==> src/rtl/mhfp_pkg.sv <==
// ----------------------------------------------------------------------------
// Magic header frame parser package
// Item types, frame phases, status codes and framing constants.
// ----------------------------------------------------------------------------
`timescale 1ns / 1ps

package mhfp_pkg;

   // Magic sequence and fixed header values.
   localparam logic [7:0]  MAGIC_0       = 8'h0A;
   localparam logic [7:0]  MAGIC_1       = 8'h1B;
   localparam logic [7:0]  MAGIC_2       = 8'h2C;
   localparam logic [7:0]  MAGIC_3       = 8'h3D;
   localparam logic [23:0] MAGIC_PREFIX  = {MAGIC_0, MAGIC_1, MAGIC_2};
   localparam logic [7:0]  MAGIC_SUM     = 8'(MAGIC_0 + MAGIC_1 + MAGIC_2 + MAGIC_3);
   localparam logic [7:0]  VERSION_VALUE = 8'h00;

   // Header plus checksum bytes around the payload, and the length ceiling.
   localparam logic [9:0]  FRAME_OVERHEAD = 10'd11;
   localparam logic [8:0]  FRAME_LEN_MAX  = 9'h1FF;
   localparam logic [15:0] LENGTH_MIN     = 16'd2;

   localparam int CSR_INDEX_W = 1;
   localparam int CSR_DATA_W  = 9;
   localparam logic [CSR_INDEX_W-1:0] CSR_LENGTH_BIG_ENDIAN = 1'd0;
   localparam logic [CSR_INDEX_W-1:0] CSR_PAYLOAD_LIMIT     = 1'd1;

   localparam logic ITEM_PAYLOAD = 1'b0;
   localparam logic ITEM_STATUS  = 1'b1;

   typedef enum logic [3:0] {
      PH_HUNT  = 4'd0,
      PH_VER   = 4'd1,
      PH_SEQ   = 4'd2,
      PH_LEN_A = 4'd3,
      PH_LEN_B = 4'd4,
      PH_CMD_A = 4'd5,
      PH_CMD_B = 4'd6,
      PH_PAY   = 4'd7,
      PH_SUM   = 4'd8
   } phase_type;

   typedef enum logic [2:0] {
      ST_OK           = 3'd0,
      ST_BAD_LINK     = 3'd1,
      ST_VERSION      = 3'd2,
      ST_LENGTH_SHORT = 3'd3,
      ST_LENGTH_LONG  = 3'd4,
      ST_CHECKSUM     = 3'd5,
      ST_DUPLICATE    = 3'd6
   } status_type;

   typedef struct packed {
      logic [7:0] rx_byte;
      logic [2:0] link_id;
   } req_item_type;

   typedef struct packed {
      logic       item_kind;
      logic [7:0] payload_byte;
      logic [7:0] frame_sn;
      logic [15:0] frame_cmd;
      logic [8:0] payload_length;
      logic [8:0] frame_length;
      status_type status;
   } rsp_item_type;

endpackage

==> src/rtl/magic_header_frame_parser.sv <==
// ----------------------------------------------------------------------------
// Magic header frame parser
// Finds framed messages in a byte stream, checks them and emits their
// payload bytes followed by one status item per frame.
// ----------------------------------------------------------------------------
// Usage:
//   req_* carries one stream byte and its link number per item. rsp_* carries
//   payload byte items and one end-of-frame status item per frame. Both
//   channels transfer an item when valid is high and stall is low.
//   csr_* writes the byte order and payload limit registers; the user must
//   write them only while idle, as the block itself does not enforce it.
// Throughput:
//   One byte is accepted every cycle while req_stall is low. The rate is set
//   by the per-byte phase update, a single pass of compare, add and select
//   logic between the frame state registers.
// Stall:
//   Results go to an output register backed by one skid entry. A byte is
//   still accepted while the output register waits; req_stall rises only
//   while the skid entry is occupied.
// Reset:
//   Synchronous, active high. Clears the hunt state, the per-link sequence
//   memory valid bits and the output, and restores the register defaults.
// ----------------------------------------------------------------------------
`timescale 1ns / 1ps

module magic_header_frame_parser #(
   parameter int PAYLOAD_MAX = 256,
   parameter int NUM_LINKS   = 8
) (
   input  logic                                 clock,
   input  logic                                 reset,

   input  logic                                 req_valid,
   output logic                                 req_stall,
   input  mhfp_pkg::req_item_type               req_data,

   output logic                                 rsp_valid,
   input  logic                                 rsp_stall,
   output mhfp_pkg::rsp_item_type               rsp_data,

   input  logic                                 csr_we,
   input  logic [mhfp_pkg::CSR_INDEX_W-1:0]     csr_index,
   input  logic [mhfp_pkg::CSR_DATA_W-1:0]      csr_wdata
);

   // Link numbers are three bits wide and link 0 is rejected, so at most seven links can be used.
   localparam int LINK_SLOTS = (NUM_LINKS < 8) ? NUM_LINKS : 8;
   localparam int LINK_IDX_W = $clog2(LINK_SLOTS);

   // Configuration registers.
   logic       big_endian_ff;
   logic [8:0] limit_ff;

   // Frame state.
   mhfp_pkg::phase_type phase_ff, phase_in;
   logic [23:0] window_ff, window_in;
   logic [8:0]  index_ff, index_in;
   logic [7:0]  len_lo_ff, len_lo_in;
   logic [8:0]  pay_len_ff, pay_len_in;
   logic [7:0]  seq_ff, seq_in;
   logic [15:0] cmd_ff, cmd_in;
   logic [7:0]  sum_ff, sum_in;
   logic [2:0]  link_ff, link_in;

   logic [7:0] last_seq_ff [LINK_SLOTS];
   logic       seen_ff     [LINK_SLOTS];

   // Output register and skid entry.
   logic                   out_valid_ff;
   logic                   skid_valid_ff;
   mhfp_pkg::rsp_item_type out_data_ff;
   mhfp_pkg::rsp_item_type skid_data_ff;

   logic                   accept;
   logic                   out_fire;
   logic                   res_valid;
   logic                   res_kind;
   mhfp_pkg::status_type   res_status;
   mhfp_pkg::rsp_item_type res_item;
   logic                   seq_update;

   logic [7:0]            rx;
   logic [7:0]            sum_add;
   logic [15:0]           word;
   logic [15:0]           word_m2;
   logic [8:0]            applied_limit;
   logic [8:0]            index_next;
   logic [9:0]            frame_len_sum;
   logic [LINK_IDX_W-1:0] li;

   assign req_stall = skid_valid_ff;
   assign accept    = req_valid && !req_stall;
   assign rsp_valid = out_valid_ff;
   assign rsp_data  = out_data_ff;
   assign out_fire  = out_valid_ff && !rsp_stall;

   assign rx            = req_data.rx_byte;
   assign sum_add       = sum_ff + rx;
   assign li            = link_ff[LINK_IDX_W-1:0];
   assign index_next    = index_ff + 9'd1;
   assign applied_limit = (int'(limit_ff) > PAYLOAD_MAX) ? 9'(PAYLOAD_MAX) : limit_ff;
   assign frame_len_sum = {1'b0, pay_len_ff} + mhfp_pkg::FRAME_OVERHEAD;

   // Length and command words in the configured byte order.
   always_comb begin
      if (phase_ff == mhfp_pkg::PH_CMD_B) begin
         word = big_endian_ff ? {cmd_ff[7:0], rx} : {rx, cmd_ff[7:0]};
      end else begin
         word = big_endian_ff ? {len_lo_ff, rx} : {rx, len_lo_ff};
      end
   end
   assign word_m2 = word - mhfp_pkg::LENGTH_MIN;

   always_comb begin
      phase_in   = phase_ff;
      window_in  = window_ff;
      index_in   = index_ff;
      len_lo_in  = len_lo_ff;
      pay_len_in = pay_len_ff;
      seq_in     = seq_ff;
      cmd_in     = cmd_ff;
      sum_in     = sum_ff;
      link_in    = link_ff;
      res_valid  = 1'b0;
      res_kind   = mhfp_pkg::ITEM_PAYLOAD;
      res_status = mhfp_pkg::ST_OK;
      seq_update = 1'b0;

      if (accept) begin
         unique case (phase_ff)
            mhfp_pkg::PH_VER: begin
               sum_in = sum_add;
               if (rx != mhfp_pkg::VERSION_VALUE) begin
                  res_valid  = 1'b1;
                  res_kind   = mhfp_pkg::ITEM_STATUS;
                  res_status = mhfp_pkg::ST_VERSION;
               end else begin
                  phase_in = mhfp_pkg::PH_SEQ;
               end
            end
            mhfp_pkg::PH_SEQ: begin
               sum_in   = sum_add;
               seq_in   = rx;
               phase_in = mhfp_pkg::PH_LEN_A;
            end
            mhfp_pkg::PH_LEN_A: begin
               sum_in    = sum_add;
               len_lo_in = rx;
               phase_in  = mhfp_pkg::PH_LEN_B;
            end
            mhfp_pkg::PH_LEN_B: begin
               sum_in = sum_add;
               if (word < mhfp_pkg::LENGTH_MIN) begin
                  res_valid  = 1'b1;
                  res_kind   = mhfp_pkg::ITEM_STATUS;
                  res_status = mhfp_pkg::ST_LENGTH_SHORT;
               end else if (word_m2 > {7'd0, applied_limit}) begin
                  res_valid  = 1'b1;
                  res_kind   = mhfp_pkg::ITEM_STATUS;
                  res_status = mhfp_pkg::ST_LENGTH_LONG;
               end else begin
                  pay_len_in = word_m2[8:0];
                  phase_in   = mhfp_pkg::PH_CMD_A;
               end
            end
            mhfp_pkg::PH_CMD_A: begin
               sum_in   = sum_add;
               cmd_in   = {8'h00, rx};
               phase_in = mhfp_pkg::PH_CMD_B;
            end
            mhfp_pkg::PH_CMD_B: begin
               sum_in   = sum_add;
               cmd_in   = word;
               index_in = '0;
               phase_in = (pay_len_ff == '0) ? mhfp_pkg::PH_SUM : mhfp_pkg::PH_PAY;
            end
            mhfp_pkg::PH_PAY: begin
               sum_in    = sum_add;
               index_in  = index_next;
               res_valid = 1'b1;
               if (index_next >= pay_len_ff) begin
                  phase_in = mhfp_pkg::PH_SUM;
               end
            end
            mhfp_pkg::PH_SUM: begin
               res_valid = 1'b1;
               res_kind  = mhfp_pkg::ITEM_STATUS;
               if (rx != sum_ff) begin
                  res_status = mhfp_pkg::ST_CHECKSUM;
               end else if (seq_ff != '0 && seen_ff[li] && last_seq_ff[li] == seq_ff) begin
                  res_status = mhfp_pkg::ST_DUPLICATE;
               end else begin
                  seq_update = (seq_ff != '0);
               end
            end
            default: begin
               // Hunting; unused phase codes fall back to it as well.
               phase_in = mhfp_pkg::PH_HUNT;
               if (window_ff == mhfp_pkg::MAGIC_PREFIX && rx == mhfp_pkg::MAGIC_3) begin
                  window_in  = '0;
                  seq_in     = '0;
                  cmd_in     = '0;
                  len_lo_in  = '0;
                  index_in   = '0;
                  pay_len_in = '0;
                  sum_in     = mhfp_pkg::MAGIC_SUM;
                  link_in    = req_data.link_id;
                  if (req_data.link_id == '0 || int'(req_data.link_id) >= NUM_LINKS) begin
                     link_in    = '0;
                     res_valid  = 1'b1;
                     res_kind   = mhfp_pkg::ITEM_STATUS;
                     res_status = mhfp_pkg::ST_BAD_LINK;
                  end else begin
                     phase_in = mhfp_pkg::PH_VER;
                  end
               end else begin
                  window_in = {window_ff[15:0], rx};
               end
            end
         endcase

         // Every status item ends the frame and restarts the magic search.
         if (res_valid && res_kind == mhfp_pkg::ITEM_STATUS) begin
            phase_in  = mhfp_pkg::PH_HUNT;
            window_in = '0;
         end
      end
   end

   always_comb begin
      res_item.item_kind      = res_kind;
      res_item.payload_byte   = (res_kind == mhfp_pkg::ITEM_PAYLOAD) ? rx : 8'h00;
      res_item.frame_sn       = seq_in;
      res_item.frame_cmd      = cmd_in;
      res_item.payload_length = pay_len_in;
      res_item.status         = res_status;
      res_item.frame_length   = '0;
      if (res_kind == mhfp_pkg::ITEM_STATUS && res_status == mhfp_pkg::ST_OK) begin
         res_item.frame_length = (frame_len_sum > {1'b0, mhfp_pkg::FRAME_LEN_MAX}) ?
                                 mhfp_pkg::FRAME_LEN_MAX : frame_len_sum[8:0];
      end
   end

   always_ff @(posedge clock) begin
      if (reset) begin
         big_endian_ff <= 1'b1;
         limit_ff      <= 9'd256;
      end else if (csr_we) begin
         unique case (csr_index)
            mhfp_pkg::CSR_LENGTH_BIG_ENDIAN: big_endian_ff <= csr_wdata[0];
            mhfp_pkg::CSR_PAYLOAD_LIMIT:     limit_ff      <= csr_wdata;
         endcase
      end
   end

   always_ff @(posedge clock) begin
      if (reset) begin
         phase_ff  <= mhfp_pkg::PH_HUNT;
         window_ff <= '0;
      end else begin
         phase_ff  <= phase_in;
         window_ff <= window_in;
      end
   end

   always_ff @(posedge clock) begin
      index_ff   <= index_in;
      len_lo_ff  <= len_lo_in;
      pay_len_ff <= pay_len_in;
      seq_ff     <= seq_in;
      cmd_ff     <= cmd_in;
      sum_ff     <= sum_in;
      link_ff    <= link_in;
   end

   // Per-link memory of the last accepted nonzero sequence number.
   always_ff @(posedge clock) begin
      if (reset) begin
         for (int i = 0; i < LINK_SLOTS; i++) begin
            seen_ff[i] <= 1'b0;
         end
      end else if (seq_update) begin
         seen_ff[li] <= 1'b1;
      end
   end

   always_ff @(posedge clock) begin
      if (seq_update) begin
         last_seq_ff[li] <= seq_ff;
      end
   end

   always_ff @(posedge clock) begin
      if (reset) begin
         out_valid_ff  <= 1'b0;
         skid_valid_ff <= 1'b0;
      end else if (skid_valid_ff) begin
         if (out_fire) begin
            out_data_ff   <= skid_data_ff;
            skid_valid_ff <= 1'b0;
         end
      end else if (res_valid) begin
         if (!out_valid_ff || out_fire) begin
            out_data_ff  <= res_item;
            out_valid_ff <= 1'b1;
         end else begin
            skid_data_ff  <= res_item;
            skid_valid_ff <= 1'b1;
         end
      end else if (out_fire) begin
         out_valid_ff <= 1'b0;
      end
   end

endmodule

==> config.mk <==
export PLATFORM = sky130hd
export DESIGN_NAME = magic_header_frame_parser
export DESIGN_NICKNAME = d
export VERILOG_FILES = /design/src/rtl/mhfp_pkg.sv /design/src/rtl/magic_header_frame_parser.sv
export SDC_FILE = /design/constraint.sdc
export NUM_CORES = 1
export LEC_CHECK = 0
export BUFFER_PORTS_ARGS = -buffer_cell sky130_fd_sc_hd__buf_2
export CORE_MARGIN = 1
export CORE_UTILIZATION = 50
export DETAILED_ROUTE_END_ITERATION = 12
export GPL_ROUTABILITY_DRIVEN = 0
export PLACE_DENSITY = 0.67
export SYNTH_ARGS = -nofsm -noshare
export SYNTH_HDL_FRONTEND = slang
export SYNTH_SLANG_ARGS = --single-unit
==> constraint.sdc <==
create_clock -name clock -period 16 [get_ports clock]
set_input_delay 3.2 -clock clock [delete_from_list [all_inputs] [get_ports clock]]
set_output_delay 3.2 -clock clock [all_outputs]
set_load 0.01 [all_outputs]
==> results.txt, run 1 <==
HP Class: reg2reg
Yosys cell types: 77
layout cells sized above 1: 22.6%
DRC: 0
die height: 161 um
CP required: 16.19 ns
Die Wd: 161 um
CTS tree: done
DR WL/cell: 20.0 um
all-layer global routing usage: 21.7%
core area: 24500 um^2
Max Cap Viol: 0
EDFF count, synth: 200
max layer used: met4
top_reg_cell synth: edfxtp_1
die area: 25900 um^2
Tmin final: 8.12 ns
Reg clk slew, reported paths: 0.06 ns
WL met1: 13100 um
WS Path Type: in2reg
total CTS buffers: 29
FFs w/ async S/R, synth: 0%
Crit path depth: 17
Mapped Nets: 1028
Least-Margin Pin Slew: 1.12 ns
Layout area overhead: 13.2%
starting DRC count in detailed routing: 596
status: completed
critical path's largest stage delay: 0.97 ns
Post-CTS Setup Bufs: 0
CP Max Fanout: 36
RSZ-0062 raised after global routing: false
total buffers and inverters traversed by the critical path: 2
Routed Antenna Nets: 0
vias per cell: 5.83
post-synthesis sequential area ratio: 60.8%
via count: 8151
Slew Viols, Final: 0
Crit. End Element: flop
post-CTS resize count: 0
r2r setup slk: 9.31 ns
hpwl dp: 19300 um
Cell Area, Synth: 12600 um^2
Worst Hold Launch: limit_ff[0]
fin crit share: 50.8%
1st-pass router iterations: 5
htree depth: 1
std cell rows: 57
Worst VDD drop: 0.0000895 V
Setup Skew: 0.00741 ns
fmax: 123 MHz
WL met3: 1690 um
Final Setup Violations: 0
PwrDens: 125 nW/um^2
critical path launch point type: input pin
worst path arrival time: 8.32 ns
reg2reg start: phase_ff[1]
r2r worst-path depth: 16
Final Hold Vio Count: 0
vias in the first global route: 7877
CP delay by family, top: compound AO/OA/AOI/OAI gates
largest net degree at the start of global routing: 60
reg2reg end: rsp_data[14]
max-slew headroom at the worst pin: 25.3%
post-synthesis cell count: 973
IO Port Bufs: 81
clk buf depth: 3
Ports: 82
Synth area leaders: edfxtp_1 48%, dfxtp_1 13%, mux2_2 4.4%
Clk Latency, worst-skew pair: 0.55 ns
Final Cell Area: 14300 um^2
#FFs+latches synth: 284
initial core utilization: 51.5%
CTS Sinks: 284
initial antenna violation count: 0
CTS root buffer: clkbuf_16
area fraction of the dominant cell type after synthesis: 47.5%
leakage: 0.00529 uW
hold depth: 2
dpl cell area: 13400 um^2
Ys Warns: 0
number of hold buffers added after cts: 0
crit path max-delay cell type: a221oi_4
final setup TNS: 0 ns
Power Total: 1790 uW
CP dominant cell by count: o31ai_1
first-pass GRT wire length: 43900 um
syn avg cell area: 13.0 um^2
WL final: 28000 um
GR Overflow Total: 0
Min-Delay Endpoint: limit_ff[0]
area leader, netlist: edfxtp_1
WL met2: 12600 um
Final nets: 1106
CP cell instances: buf_2 -> mux2_2 -> o31ai_1 -> nand4_1 -> xor2_1 -> nand2_1 -> o21ai_0 -> ha_1 -> nand3_1 -> nor2_1 -> o31ai_1 -> a31oi_1 -> a211oi_2 -> nor3_2 -> o31ai_1 -> a221oi_4 -> buf_4
[report_power, final]
part,switching [uW],internal [uW]
registers,55.4,857
clock network,276,377
logic,134,86.3
total,466,1320
[area by class of cell]
type / instances / area, um^2
antenna: 1 / 2.50
clock buffer: 37 / 776
clock inverter: 17 / 158
fill: 2022 / 10200
inverter: 25 / 93.8
multi-input combinational: 614 / 4650
sequential: 284 / 7690
tap: 324 / 405
timing repair buffer: 97 / 526
[metrics by stage]
stage | instances | utilization, % | hold WS [ns] | setup slack, ns
final | 1399 | 58.3 | 0.455 | 7.88
after global placement | 1344 | 54.5 | 0.443 | 7.57
after detailed placement | 1344 | 54.5 | 0.447 | 7.37
after floorplan | 973 | - | 0.432 | 5.25
after CTS | 1398 | 58.3 | 0.455 | 7.93
after global routing | 1398 | 58.3 | 0.480 | 7.50
[placed cells by master (no fill, tap or decap), drive strengths merged, types with 6 or more instances in the layout]
master    n
a21o     17
a21oi    33
a22o     36
a22oi    11
and2     20
buf      97
clkbuf   37
clkinv   11
dfxtp    84
edfxtp  200
ha       28
inv      25
mux2     50
mux2i    25
mux4     18
nand2    82
nand2b   12
nand3    19
nand4    10
nor2     56
nor2b    18
nor3     24
nor4     13
nor4b     6
o21a      9
o21ai    32
xnor2    14
xor2     16
[worst min-delay path, stage by stage (launching register included)]
cell and delay, ns:
dfxtp_1 0.31, nand2_1 0.05, a21oi_1 0.05
[worst max path at each step]
stage | start | endpoint
after global placement | req_data[7] | rsp_data[12]
after CTS | req_data[7] | rsp_data[6]
after detailed placement | req_data[7] | rsp_data[53]
after global routing | req_data[7] | rsp_data[8]
after floorplan | req_data[7] | rsp_data[0]
final | req_data[7] | rsp_data[14]
[state kept, by name, summed over array words and instances, names as in the netlist, 9 cells and up, named ones only]
signal / cells
rsp_data: 54
index_ff: 9
window_ff: 24
cmd_ff: 16
skid_data_ff: 54
pay_len_ff: 9
last_seq_ff: 64
limit_ff: 9
[layer usage]
| metal | global-route usage (%) | vias up |
|---|---|---|
| met2 | 33.1 | 254 |
| met1 | 32.6 | 4014 |
| met4 | 5.75 | 0 |
| met5 | 0 | - |
| li1 | - | 3836 |
| met3 | 2.82 | 47 |
[cells by family (layout without fill, tap and decap cells)]
family	after synthesis	count (layout)	synth area share, %
xor gates and xnor gates	30	30	2.08
adders and majority gates	29	29	2.93
buffers and inverters	75	176	2.63
AOI/OAI and AO/OA	174	174	9.77
muxes	93	93	9.78
other	0	1	0
DFF	284	284	60.8
and+or+nand+nor	288	288	12.0
[cell usage after synthesis, types with 5 or more instances]
library cell,count
nand2_1,82
a22o_2,10
inv_1,24
o31ai_1,5
mux2i_1,24
ha_1,28
nor4b_1,6
a22o_1,26
buf_2,11
nor2_1,56
and3_1,5
clkbuf_1,32
and2_1,18
o21ai_0,32
xnor2_1,14
mux2_2,49
nor3_1,23
dfxtp_1,84
nor2b_1,18
edfxtp_1,200
nand3_1,18
nor4_1,12
nand4_1,10
o21a_1,9
xor2_1,16
a21oi_1,33
a21o_1,17
mux4_2,18
a22oi_1,11
nand2b_1,11
Power figures use the tool's default switching activity.
==> run 2: changes to the inputs <==
ABC_AREA = 1   (was default)
clock period = 8 ns   (was 16 ns; I/O delays follow)
==> run 2 against run 1 <==
  * Combinational power is 83% higher
  * Synthesized cell count up 62%
  * Final cell count is 43% higher
  * Power increased by 99%
  * Register-to-register slack got worse by 6.6 ns
  * Critical path type unchanged
  * Critical endpoint is now rsp_data[31]
  * Largest power group unchanged
==> results.txt, run 2 <==
status: completed
Routed Antenna Nets: 0
Clk Latency, worst-skew pair: 0.56 ns
dpl cell area: 14200 um^2
post-synthesis simple-gate area fraction: 24.0%
HP Class: reg2reg
Synth area leaders: edfxtp_1 44%, dfxtp_1 12%, nand2_1 12%
1st-pass router iterations: 7
post-synthesis sequential area ratio: 56.6%
DRC: 0
Final Setup Violations: 0
Ys Warns: 0
all-layer global routing usage: 23.4%
area of the multi-input gates: 4840 um^2
most common cell after layout, fill and taps aside: nand2_1
die area: 27800 um^2
leakage: 0.00666 uW
worst hold slack: 0.458 ns
Crit. End Element: flop
routing usage on met1: 31.8%
core area: 26400 um^2
top_reg_cell synth: edfxtp_1
EDFF count, synth: 200
Final Cell Area: 15200 um^2
syn avg cell area: 8.64 um^2
r2r setup slk: 2.70 ns
DR WL/cell: 16.1 um
CP Max Fanout: 29
Least-Margin Pin Slew: 1.05 ns
fin crit share: 68.2%
Ports: 82
most frequent cell after synthesis: nand2_1
clk buf depth: 3
number of hold buffers added after cts: 0
#FFs+latches synth: 284
Final Hold Vio Count: 0
fill cell count: 2385
PwrDens: 234 nW/um^2
post-CTS resize count: 0
CP required: 8.22 ns
layout cells sized above 1: 9.60%
main combinational cell family by area after synthesis: simple AND/OR/NAND/NOR gates
htree depth: 1
Worst VDD drop: 0.000164 V
starting DRC count in detailed routing: 1116
total CTS buffers: 30
IO Port Bufs: 81
M2 GR Usage: 39.2%
initial antenna violation count: 0
post-place setup slack: 2.00 ns
worst path arrival time: 5.68 ns
CTS tree: done
via count: 10600
Biggest register: last_seq_ff
first-pass GRT wire length: 52100 um
Post-Synth Adder-Cell Area: 2.72%
WS Path Type: in2reg
vias in the first global route: 9918
Final WS setup: 2.54 ns
GR Overflow Total: 0
FFs w/ async S/R, synth: 0%
Post-CTS Setup Bufs: 0
commonest cells after routing, fill and taps aside: 447 x nand2_1, 207 x inv_1, 200 x edfxtp_1, 160 x nor2_1, 110 x nand3_1
critical path's largest stage delay: 0.71 ns
std cell rows: 59
M3 GR Usage: 3.90%
CTS Sinks: 284
die height: 167 um
Layout area overhead: 11.9%
Reg area: 7690 um^2
area leader, netlist: edfxtp_1
Cell Area, Synth: 13600 um^2
Synth top cells by count: 447 x nand2_1, 208 x inv_1, 200 x edfxtp_1, 161 x nor2_1, 110 x nand3_1
Yosys cell types: 48
Mapped Nets: 1629
Compound-Gate Fraction of Synth Area: 8.20%
critical path launch point type: input pin
CTS root buffer: clkbuf_16
Setup Skew: 0.0113 ns
RSZ-0062 raised after global routing: false
Antenna Cells: 0
Synth Area in XOR/XNOR: 0.644%
largest net degree at the start of global routing: 65
fmax: 183 MHz
max-slew headroom at the worst pin: 29.4%
mux share of post-synthesis cell area: 0%
Slew Viols, Final: 0
final setup TNS: 0 ns
initial core utilization: 51.6%
Max Cap Viol: 0
Tmin final: 5.46 ns
Die Wd: 167 um
WL final: 32300 um
post-synthesis cell count: 1574
Reg clk slew, reported paths: 0.06 ns
area fraction of the dominant cell type after synthesis: 44.2%
CP dominant cell by count: nand2_1
flip-flop count of the largest register after layout: 64
hpwl dp: 22500 um
vias per cell: 5.30
crit path max-delay cell type: nor2_4
GRT busiest layer: met2
Final nets: 1697
## run 2: changes by cell type in the layout (fill, tap and decap cells not counted), moves of 15 or more
cell and delta:
mux2_2 -49, mux4_2 -18, nand3_1 +92, a21o_1 -17
inv_1 +183, nor2b_1 -18, a22o_1 -26, nor2_1 +104
o21ai_1 +15, mux2i_1 -24, a21oi_1 +28, nand2_1 +365
o21ai_0 +54, and2_1 -16
## run 2: final cells by class
cell class                      instances  share of cell area [%]
Sequential cell                       284                    50.6
Multi-Input combinational cell       1019                    31.8
Clock buffer                           46                    5.94
Inverter                              220                    5.43
Timing Repair Buffer                   87                    2.96
Tap cell                              335                    2.76
Clock inverter                         10                   0.486
## run 2: logic make-up after synthesis
| logic type | after synthesis |
|---|---|
| compound gates | 203 |
| buf+inv | 271 |
| flops | 284 |
| simple gates | 777 |
| fa+ha+maj | 29 |
| xor+xnor | 10 |
## run 2: worst max-delay path: cells and delay by family
family                     cells  cell delay, ns
xor gates and xnor gates       1            0.17
and+or+nand+nor               17            2.21
buffers and inverters          4            0.91
adders and majority gates      1            0.33
AOI/OAI and AO/OA              3            0.40
## run 2: power by group
part / switching (uW) / internal, uW
logic: 278 / 124
clock network: 559 / 805
registers: 89.8 / 1690
## run 2: stage by stage
step	util [%]	total power, uW	cells
6_report	57.7	3550	2001
5_1_grt	57.7	3700	2001
4_1_cts	57.7	3570	2001
3_5_place_dp	54.0	2210	1945
3_3_place_gp	54.0	2200	1945
2_1_floorplan	-	2070	1574
## run 2: final timing paths
path | from | endpoint | cells past startpoint
max reg2reg | big_endian_ff | rsp_data[31] | 21
min reg2reg | seen_ff[1] | seen_ff[1] | 2
max | req_data[6] | rsp_data[31] | 26
min | seen_ff[1] | seen_ff[1] | 2
## run 2: metal layers
metal / wire length, um / vias to the layer above / share of wire [%]
met5: 0 / - / 0
met4: 518 / 0 / 1.6
met3: 2340 / 43 / 7.2
met2: 15200 / 370 / 47
met1: 14300 / 4896 / 44
li1: - / 5292 / -
==> run 3: changes to the inputs <==
ABC_AREA = 0   (was 1)
PLACE_DENSITY = 0.69   (was 0.67)
clock period = 4.4 ns   (was 8 ns; I/O delays follow)
==> run 3 against run 2 <==
  * Clock power is 75% higher
  * Sequential power is 84% higher
  * Clock skew is 0.0021 ns lower
  * Critical path depth is 10 lower
  * Hold slack worse by 0.0021 ns
  * Flip-flop and latch count stayed put
  * Global-route usage is 1.2 points lower
  * Final area is 0.58% higher
  * Final cell count is 26% lower
  * Combinational power is 130% higher
  * Core utilization is 4.6 points higher
  * Critical path type is now reg2reg
==> results.txt, run 3 (synthesis results as in run 1) <==
status: completed
via count: 8454
flip-flop count of the largest register after layout: 64
DR WL/cell: 19.2 um
Ports: 82
Slew Viols, Final: 0
Worst VDD drop: 0.000281 V
most common cell after layout, fill and taps aside: edfxtp_1
vias per cell: 5.69
DRC: 0
GR Overflow Total: 0
fmax: 233 MHz
clk buf depth: 3
CP required: 4.69 ns
WL met3: 1360 um
Antenna Cells: 0
commonest cells after routing, fill and taps aside: 200 x edfxtp_1, 93 x buf_4, 81 x nand2_1, 81 x dfxtp_1, 81 x buf_2
leakage: 0.00586 uW
fill cell count: 1903
final core utilization: 62.3%
Layout area overhead: 21.0%
Tmin final: 4.30 ns
critical path's largest stage delay: 0.41 ns
Max Cap Viol: 0
CTS Sinks: 284
max-slew headroom at the worst pin: 47.6%
htree depth: 1
crit path max-delay cell type: or3b_4
all-layer global routing usage: 22.1%
CTS root buffer: clkbuf_16
std cell rows: 57
hpwl dp: 20100 um
IO Port Bufs: 81
largest net degree at the start of global routing: 42
Biggest register: last_seq_ff
first-pass GRT wire length: 45000 um
1st-pass router iterations: 4
Setup Skew: 0.00927 ns
Die Wd: 161 um
CTS tree: done
Least-Margin Pin Slew: 0.779 ns
total CTS buffers: 28
WL met2: 13700 um
critical path launch point type: flop
Crit. End Element: flop
dpl cells: 1431
RSZ-0062 raised after global routing: true
HP Class: reg2reg
CP cell instances: nand4bb_4 -> mux2_4 -> mux2i_4 -> nand2_1 -> or2_4 -> a311o_1 -> ha_1 -> nand3_2 -> o32ai_2 -> a31oi_2 -> a211oi_2 -> nor3_4 -> or3b_4 -> buf_8 -> a22o_2 -> mux2_2
die height: 161 um
max layer used: met4
Reg area: 7690 um^2
WL met1: 12800 um
PwrDens: 432 nW/um^2
Finished Layout Cells: 1486
area of the multi-input gates: 4830 um^2
die area: 25900 um^2
initial core utilization: 51.5%
Reg clk slew, reported paths: 0.07 ns
core area: 24500 um^2
Clk Latency, worst-skew pair: 0.54 ns
Final nets: 1195
WS Path Type: reg2reg
Final Hold Vio Count: 0
vias in the first global route: 8381
worst path arrival time: 4.59 ns
fin crit share: 97.7%
starting DRC count in detailed routing: 569
layout cells sized above 1: 30.6%
CP Max Fanout: 5
Final Setup Violations: 0
Routed Antenna Nets: 0
WL final: 28600 um
initial antenna violation count: 0
==> run 3: final cells by class <==
cell class              instances  area share, %
clock buffers                  42           5.54
clock inverters                10          0.597
inverters                      25          0.614
multi-input cells             614           31.6
flip-flops and latches        284           50.3
well taps                     324           2.65
repair buffers                187           8.69
==> run 3: critical path, delay by kind of cell, from the launching register on <==
family / cells / cell delay (ns)
AO/OA/AOI/OAI: 5 / 1.31
adder cells (fa/ha/maj): 1 / 0.32
AND/OR/NAND/NOR: 6 / 1.17
buffers and inverters: 1 / 0.15
flip-flops: 1 / 0.33
multiplexers: 3 / 0.77
==> run 3: final timing paths <==
check | start | to | cells past startpoint | slack, ns
worst max-delay path | phase_ff[3] | rsp_data[13] | 16 | 0.1
worst min-delay path | limit_ff[2] | limit_ff[2] | 2 | 0.46
worst min register to register | limit_ff[2] | limit_ff[2] | 2 | 0.46
worst max register to register | phase_ff[3] | rsp_data[13] | 16 | 0.1
==> run 3: where the power goes <==
group / internal [uW] / switching [uW]
combinational: 408 / 529
clock: 1390 / 991
sequential: 3110 / 169
total: 4910 / 1690
==> run 3: metal layers <==
metal	vias up	track usage, %
met5	-	0
met4	0	6.86
met3	49	2.69
met2	262	36.1
met1	4141	31.0
li1	4002	-
==> run 3: repair_timing <==
action	in CTS	in global routing
cloned	0	1
hold buffers	0	0
pin swaps	0	16
setup endpoints to repair	8	133
gates resized for setup	1	24
setup buffers	0	2
==> run 3: stage by stage <==
| stage | setup TNS [ns] | area [um^2] | worst slack (ns) | total power, uW | hold WS, ns |
|---|---|---|---|---|---|
| after floorplan | -85.64 | 12800 | -0.854 | 3870 | 0.432 |
| after global placement | -5.71 | 14200 | -0.212 | 4240 | 0.442 |
| after detailed placement | -12.71 | 14200 | -0.258 | 4240 | 0.450 |
| after CTS | 0 | 15100 | 0.00266 | 6620 | 0.460 |
| after global routing | -0.0759 | 15300 | -0.0269 | 6860 | 0.473 |
| final | 0 | 15300 | 0.0999 | 6600 | 0.455 |
